`config.mk`:
```
export PLATFORM = sky130hd
export DESIGN_NAME = ntd_hash
export DESIGN_NICKNAME = d
export VERILOG_FILES = /design/src/rtl/core/ntd_pkg.sv /design/src/rtl/core/ntd_hash.sv
export SDC_FILE = /design/constraint.sdc
export NUM_CORES = 2
export LEC_CHECK = 0
export ABC_AREA = 1
export BUFFER_PORTS_ARGS = -buffer_cell sky130_fd_sc_hd__buf_2
export CELL_PAD_IN_SITES_DETAIL_PLACEMENT = 1
export CELL_PAD_IN_SITES_GLOBAL_PLACEMENT = 1
export CORE_MARGIN = 3
export CORE_UTILIZATION = 48
export CTS_CLUSTER_SIZE = 28
export DETAILED_ROUTE_END_ITERATION = 10
export GPL_TIMING_DRIVEN = 0
export PLACE_DENSITY = 0.93
export SETUP_SLACK_MARGIN = 0.4
export SYNTH_ARGS = -nofsm -noshare
export SYNTH_HDL_FRONTEND = slang
export SYNTH_SLANG_ARGS = --single-unit
```
`constraint.sdc`:
```
create_clock -name clk -period 33.5 [get_ports clk]
set_clock_uncertainty 0.15 [all_clocks]
set_input_delay 8.375 -clock clk [delete_from_list [all_inputs] [get_ports clk]]
set_output_delay 8.375 -clock clk [all_outputs]
set_load 0.03 [all_outputs]
```
`src/rtl/core/ntd_pkg.sv`:
```
// ntd_pkg: shared types and constants for the named table directory.
// No dependencies; used by every module under rtl/core.
`timescale 1ns / 1ps
package ntd_pkg;

  // Field widths fixed by the interface
  localparam int KEY_WORDS   = 4;
  localparam int KEY_BITS    = 64 * KEY_WORDS;
  localparam int REC_W       = 16;
  localparam int OFF_W       = 31;
  localparam int STAT_W      = 3;
  localparam int HASH_W      = 32;

  localparam logic [HASH_W-1:0] HASH_START  = 32'd5381;
  localparam logic [OFF_W-1:0]  STORE_RESET = 31'd1048576;

  // Result status codes
  localparam logic [STAT_W-1:0] ST_OK        = 3'd0;
  localparam logic [STAT_W-1:0] ST_EXISTS    = 3'd1;
  localparam logic [STAT_W-1:0] ST_INVALID   = 3'd2;
  localparam logic [STAT_W-1:0] ST_NO_SPACE  = 3'd3;
  localparam logic [STAT_W-1:0] ST_NOT_FOUND = 3'd4;

  // Command codes
  localparam logic CMD_INSERT = 1'b0;
  localparam logic CMD_LOOKUP = 1'b1;

  // Main sequencer states
  typedef enum logic [3:0] {
    S_IDLE, S_HASH, S_HEAD, S_LINK, S_NAME, S_CMP, S_MUL, S_MISS, S_WR, S_DONE
  } seq_state_t;

  // Hash unit states
  typedef enum logic [1:0] {H_IDLE, H_BYTE, H_MOD, H_DONE} hash_state_t;

  // Hash unit handshake towards the sequencer
  typedef struct packed {
    logic busy;
    logic done;
  } hash_stat_t;

endpackage

```
`src/rtl/core/ntd_hash.sv`:
```
// ntd_hash: byte-serial djb2 hash with name normalisation, then a
// remainder by BUCKETS through a reciprocal multiply. Depends on ntd_pkg.
`timescale 1ns / 1ps
module ntd_hash #(
  parameter int NAME_BYTES = 32,
  parameter int BUCKETS    = 61
) (
  input  logic                         clk,
  input  logic                         rst,
  input  logic                         start,
  input  logic [ntd_pkg::KEY_BITS-1:0] key_raw,
  output ntd_pkg::hash_stat_t          stat,
  output logic [ntd_pkg::KEY_BITS-1:0] key_norm,
  output logic [((BUCKETS > 1) ? $clog2(BUCKETS) : 1)-1:0] bucket
);

  localparam int BW = (BUCKETS > 1) ? $clog2(BUCKETS) : 1;
  localparam int RL = $clog2(BUCKETS);
  localparam logic [4:0]  NB_LAST = 5'(NAME_BYTES - 1);
  // ceil(2^(32+RL) / BUCKETS): exact quotient for any 32-bit hash
  localparam logic [32:0] RECIP =
    33'(((64'd1 << (32 + RL)) + 64'(BUCKETS) - 64'd1) / 64'(BUCKETS));
  localparam logic [31:0] DIVC  = 32'(BUCKETS);

  ntd_pkg::hash_state_t state, state_next;
  logic [4:0]                 idx;
  logic [ntd_pkg::HASH_W-1:0] h;
  logic [31:0]                quot;
  logic [BW-1:0]              rem;
  logic [7:0]                 byte_cur;
  logic                       name_end;
  logic [64:0]                prod;
  logic [31:0]                diff;

  assign byte_cur = key_raw[{idx, 3'b000} +: 8];
  assign name_end = (idx == NB_LAST) || (byte_cur == 8'd0);
  assign prod     = 65'(h) * 65'(RECIP);
  assign diff     = h - quot * DIVC;

  // Next state
  always_comb begin
    state_next = state;
    case (state)
      ntd_pkg::H_IDLE: if (start) state_next = ntd_pkg::H_BYTE;
      ntd_pkg::H_BYTE: if (name_end) state_next = ntd_pkg::H_MOD;
      ntd_pkg::H_MOD:  if (idx == 5'd1) state_next = ntd_pkg::H_DONE;
      ntd_pkg::H_DONE: state_next = ntd_pkg::H_IDLE;
      default:         state_next = ntd_pkg::H_IDLE;
    endcase
  end

  // Status outputs
  always_comb begin
    stat.busy = (state != ntd_pkg::H_IDLE);
    stat.done = (state == ntd_pkg::H_DONE);
  end

  assign bucket = rem;

  always_ff @(posedge clk) begin
    if (rst) begin
      state <= ntd_pkg::H_IDLE;
    end else begin
      state <= state_next;
    end
  end

  // Datapath: hash one byte per cycle, then the quotient and then the remainder
  always_ff @(posedge clk) begin
    case (state)
      ntd_pkg::H_IDLE: begin
        if (start) begin
          idx      <= 5'd0;
          h        <= ntd_pkg::HASH_START;
          rem      <= '0;
          key_norm <= '0;
        end
      end
      ntd_pkg::H_BYTE: begin
        if (name_end) begin
          idx <= 5'd0;
        end else begin
          key_norm[{idx, 3'b000} +: 8] <= byte_cur;
          h   <= {h[ntd_pkg::HASH_W-6:0], 5'd0} + h + {24'd0, byte_cur};
          idx <= idx + 5'd1;
        end
      end
      ntd_pkg::H_MOD: begin
        if (idx == 5'd0) begin
          quot <= 32'(prod >> (32 + RL));
        end else begin
          rem <= diff[BW-1:0];
        end
        idx <= idx + 5'd1;
      end
      default: ;
    endcase
  end

endmodule

```
==> results_dict.tcl <==
set metrics [dict create \
    status "finished clean" \
    fmax_mhz 81.02 \
    die-area_um2 69030 \
    drt-wirelength-per-cell_um 32.57 \
    ys_types 52 \
    slowest_stage "o31ai_1" \
    synthAdderAreaFrac 0.3411 \
    synth-compound-area-share 0.1347 \
    dr.pass1.iters 7 \
    min_period_over_period 0.3684 \
    ioPinCount 523 \
    synth_xor_area_frac 0.01716 \
    place_congestion 0.9734 \
    dp.cells 4848 \
    cp_cell_sequence "buf_2 -> o21ai_0 -> a21oi_1 -> nor2_1 -> nand2_1 -> nand2_1 -> buf_6 -> clkinv_2 -> fa_1 -> ha_1 -> inv_1 -> o21bai_1 -> a21oi_1 -> o31ai_1 -> a21boi_0 -> o21ai_0 -> nand2_1 -> nand2_1 -> nor2_1" \
    vias_per_cell 6.624 \
    cts_hold_buf 0 \
    cts_resized 0 \
    arrival_ns 12.49 \
    setup_tns_ns 0 \
    critPathLaunchType "input port" \
    yosysSeqAreaShare 0.2907 \
    cpLargestDelayFamily "compound AO/OA/AOI/OAI gates" \
    syn_area_um2 31640 \
    criticalPathCategory "in2reg" \
    worstPathRequired_ns 33.65 \
    rows 93 \
    syn_to_final_growth_pct 16.06 \
    hold_path_class "reg2reg" \
    core-area_um2 64810 \
    crit_top_cell "nand2_1" \
    instances_no_fill 4928 \
    cts_buffers 34 \
    clk_pin_slew_ns 0.07 \
    slew_violations 0 \
    grt_pass1_vias 35820 \
    ys_async_sr_fraction 0 \
    totalWireLength_mm 160.5 \
    synthFlopType "edfxtp_1" \
    drive_gt1_frac 0.1894 \
    post-cts-setup-buffer-count 0 \
    crit_buf_inv 4 \
    drc 0 \
    critPathMaxStageDelay_ns 0.51 \
    ys_warn_count 0 \
    start_util 0.4882 \
    vias 32650 \
    place_hpwl_mm 118.8 \
    cts-root-buf "clkbuf_16" \
    synthCells 3459 \
    design_area_um2 36720 \
    synthTopCellsByArea "edfxtp_1 29%, fa_1 20%, ha_1 14%" \
    grt_pass1_wl_mm 233.4 \
    slew_headroom 0.2598 \
    muxShareOfSynthArea 0 \
    synth_edf_count 305 \
    syn_area_per_cell_um2 9.147 \
    hold_viol 0 \
    synth_simple_gate_area_frac 0.1294 \
    htreeDepth 2 \
    n_fill_cell 7648 \
    postRouteAntennaNets 0 \
    grt_max_degree 33 \
    drt_iter0_markers 4272 \
    synth-seq-cells 307 \
    period_needed_ns 12.34 \
    grt_overflow 0 \
    placed_cell_area_um2 35620 \
    clk-insertion-delay-late_ns 0.56 \
    multi_input_area_um2 19710 \
    die_w_um 262.7 \
    synth_top_family_by_area "adder cells" \
    clockBufferDepth 3 \
    maxCapViolations 0 \
    cts_sinks 307 \
    setup_violations 0 \
    synth_top_area_cell "edfxtp_1" \
    grt_usage 0.4538 \
    path_max_fanout 10 \
    yosysTopAreaCellShare 0.2895 \
    rsz0062_at_grt "false" \
    worst_setup_path_end_kind "flip-flop" \
    antenna_found_initial 21 \
    tightestPinTransition_ns 1.110 \
    register_area_um2 9199 \
    die_h_um 262.7 \
    cts_tree "done" \
    syn_nets 4394 \
    nNetsFinal 4964 \
    port_buffers 522 \
]
-- cells in the mapped netlist (all sizes together) (13+ instances only) --
master,n
xnor2,22
edfxtp,305
inv,511
nand2,456
fa,311
nor2,288
a21oi,374
nand3,153
buf,88
nand4,16
nor3,20
xor2,40
clkbuf,42
ha,365
a21o,13
o21ai,386
-- path summary, 6_finish.rpt --
path | start | end | cells after the start | slack, ns
setup reg to reg | h[21]$_SDFFCE_PN0P_ | quot[3]$_DFFE_PP_ | 21 | 25.89
setup / recovery | key_raw[157] | h[22]$_SDFFCE_PN0P_ | 19 | 21.16
hold / removal | state[1]$_SDFFE_PP0P_ | state[1]$_SDFFE_PP0P_ | 2 | 0.42
hold reg to reg | state[1]$_SDFFE_PP0P_ | state[1]$_SDFFE_PP0P_ | 2 | 0.42
-- sequential cells by signal (all words and copies together), names as in the netlist --
signal / flops
state: 2
quot: 6
bucket: 6
idx: 5
h: 32
key_norm: 256
-- area by class of cell --
type	count	share of cell area
Multi-Input combinational cell	2507	0.5367
Sequential cell	307	0.2505
Timing Repair Buffer	534	0.07871
Inverter	515	0.05302
Tap cell	855	0.02913
Clock buffer	41	0.02447
Buffer	130	0.02184
Clock inverter	21	0.004396
Antenna cell	18	0.001227
-- cell families after synthesis --
family | Yosys count
DFF | 307
and+or+nand+nor | 948
buffers and inverters | 645
xor gates and xnor gates | 62
AOI/OAI and AO/OA | 821
adders and majority gates | 676
-- per-layer routing --
layer / vias to the layer above / share of wire / GRT usage
met5: - / 0.0010 / 0.01317
met4: 8 / 0.11 / 0.4002
met3: 1246 / 0.12 / 0.1577
met2: 3011 / 0.46 / 0.7313
met1: 15650 / 0.31 / 0.4688
li1: 12730 / - / -
-- worst register-to-register path, cell delays in order (launching register included) --
cell      delay [ns]
edfxtp_1        0.82
ha_1            0.40
fa_1            0.52
inv_1           0.05
fa_1            0.48
inv_1           0.05
fa_1            0.49
fa_1            0.63
fa_1            0.46
fa_1            0.52
inv_1           0.07
fa_1            0.53
inv_1           0.06
ha_1            0.33
nand2_1         0.11
nor2_1          0.20
inv_1           0.09
nor3_1          0.32
and3_1          0.30
nand4_1         0.15
nand3_1         0.18
xor2_1          0.44
-- cells in the final DEF, fill, tap and decap left out, types with 7 or more instances in the layout --
master     Yosys  final
nand2_1      430    430
o21ai_1       31     31
inv_1        495    495
nand2_2       25     25
fa_1         311    311
xnor2_1       22     22
clkbuf_1      42     48
diode_2        0     18
nor3_1        17     17
buf_12         1      8
clkbuf_16      0     35
a21o_1        13     13
nor2_2        33     33
nand3_1      145    145
buf_6         24     24
clkinv_1       3      7
edfxtp_1     305    305
ha_1         365    365
xor2_1        40     40
clkinv_2       1      9
nand4_1       16     16
o21a_1         8      8
nor2_1       253    253
nand3_2        8      8
o211ai_1       7      7
buf_4         13     13
a21oi_1      374    373
o21ai_0      355    355
buf_2         46    568
inv_2         12     12
a31oi_1        7      7
-- per-stage QoR --
step                      utilization  hold slack, ns  setup slack (ns)
after global routing           0.5662          0.4337             20.94
after detailed placement       0.5495          0.4033             20.93
after global placement         0.5450          0.3956             3.052
after floorplan                     -          0.3533             9.388
final                          0.5666          0.4189             21.16
after CTS                      0.5659          0.4114             21.38
Power is left out: the tool's default activity adds up to more than one toggle a clock period on the data nets, which glitch-free logic cannot reach.
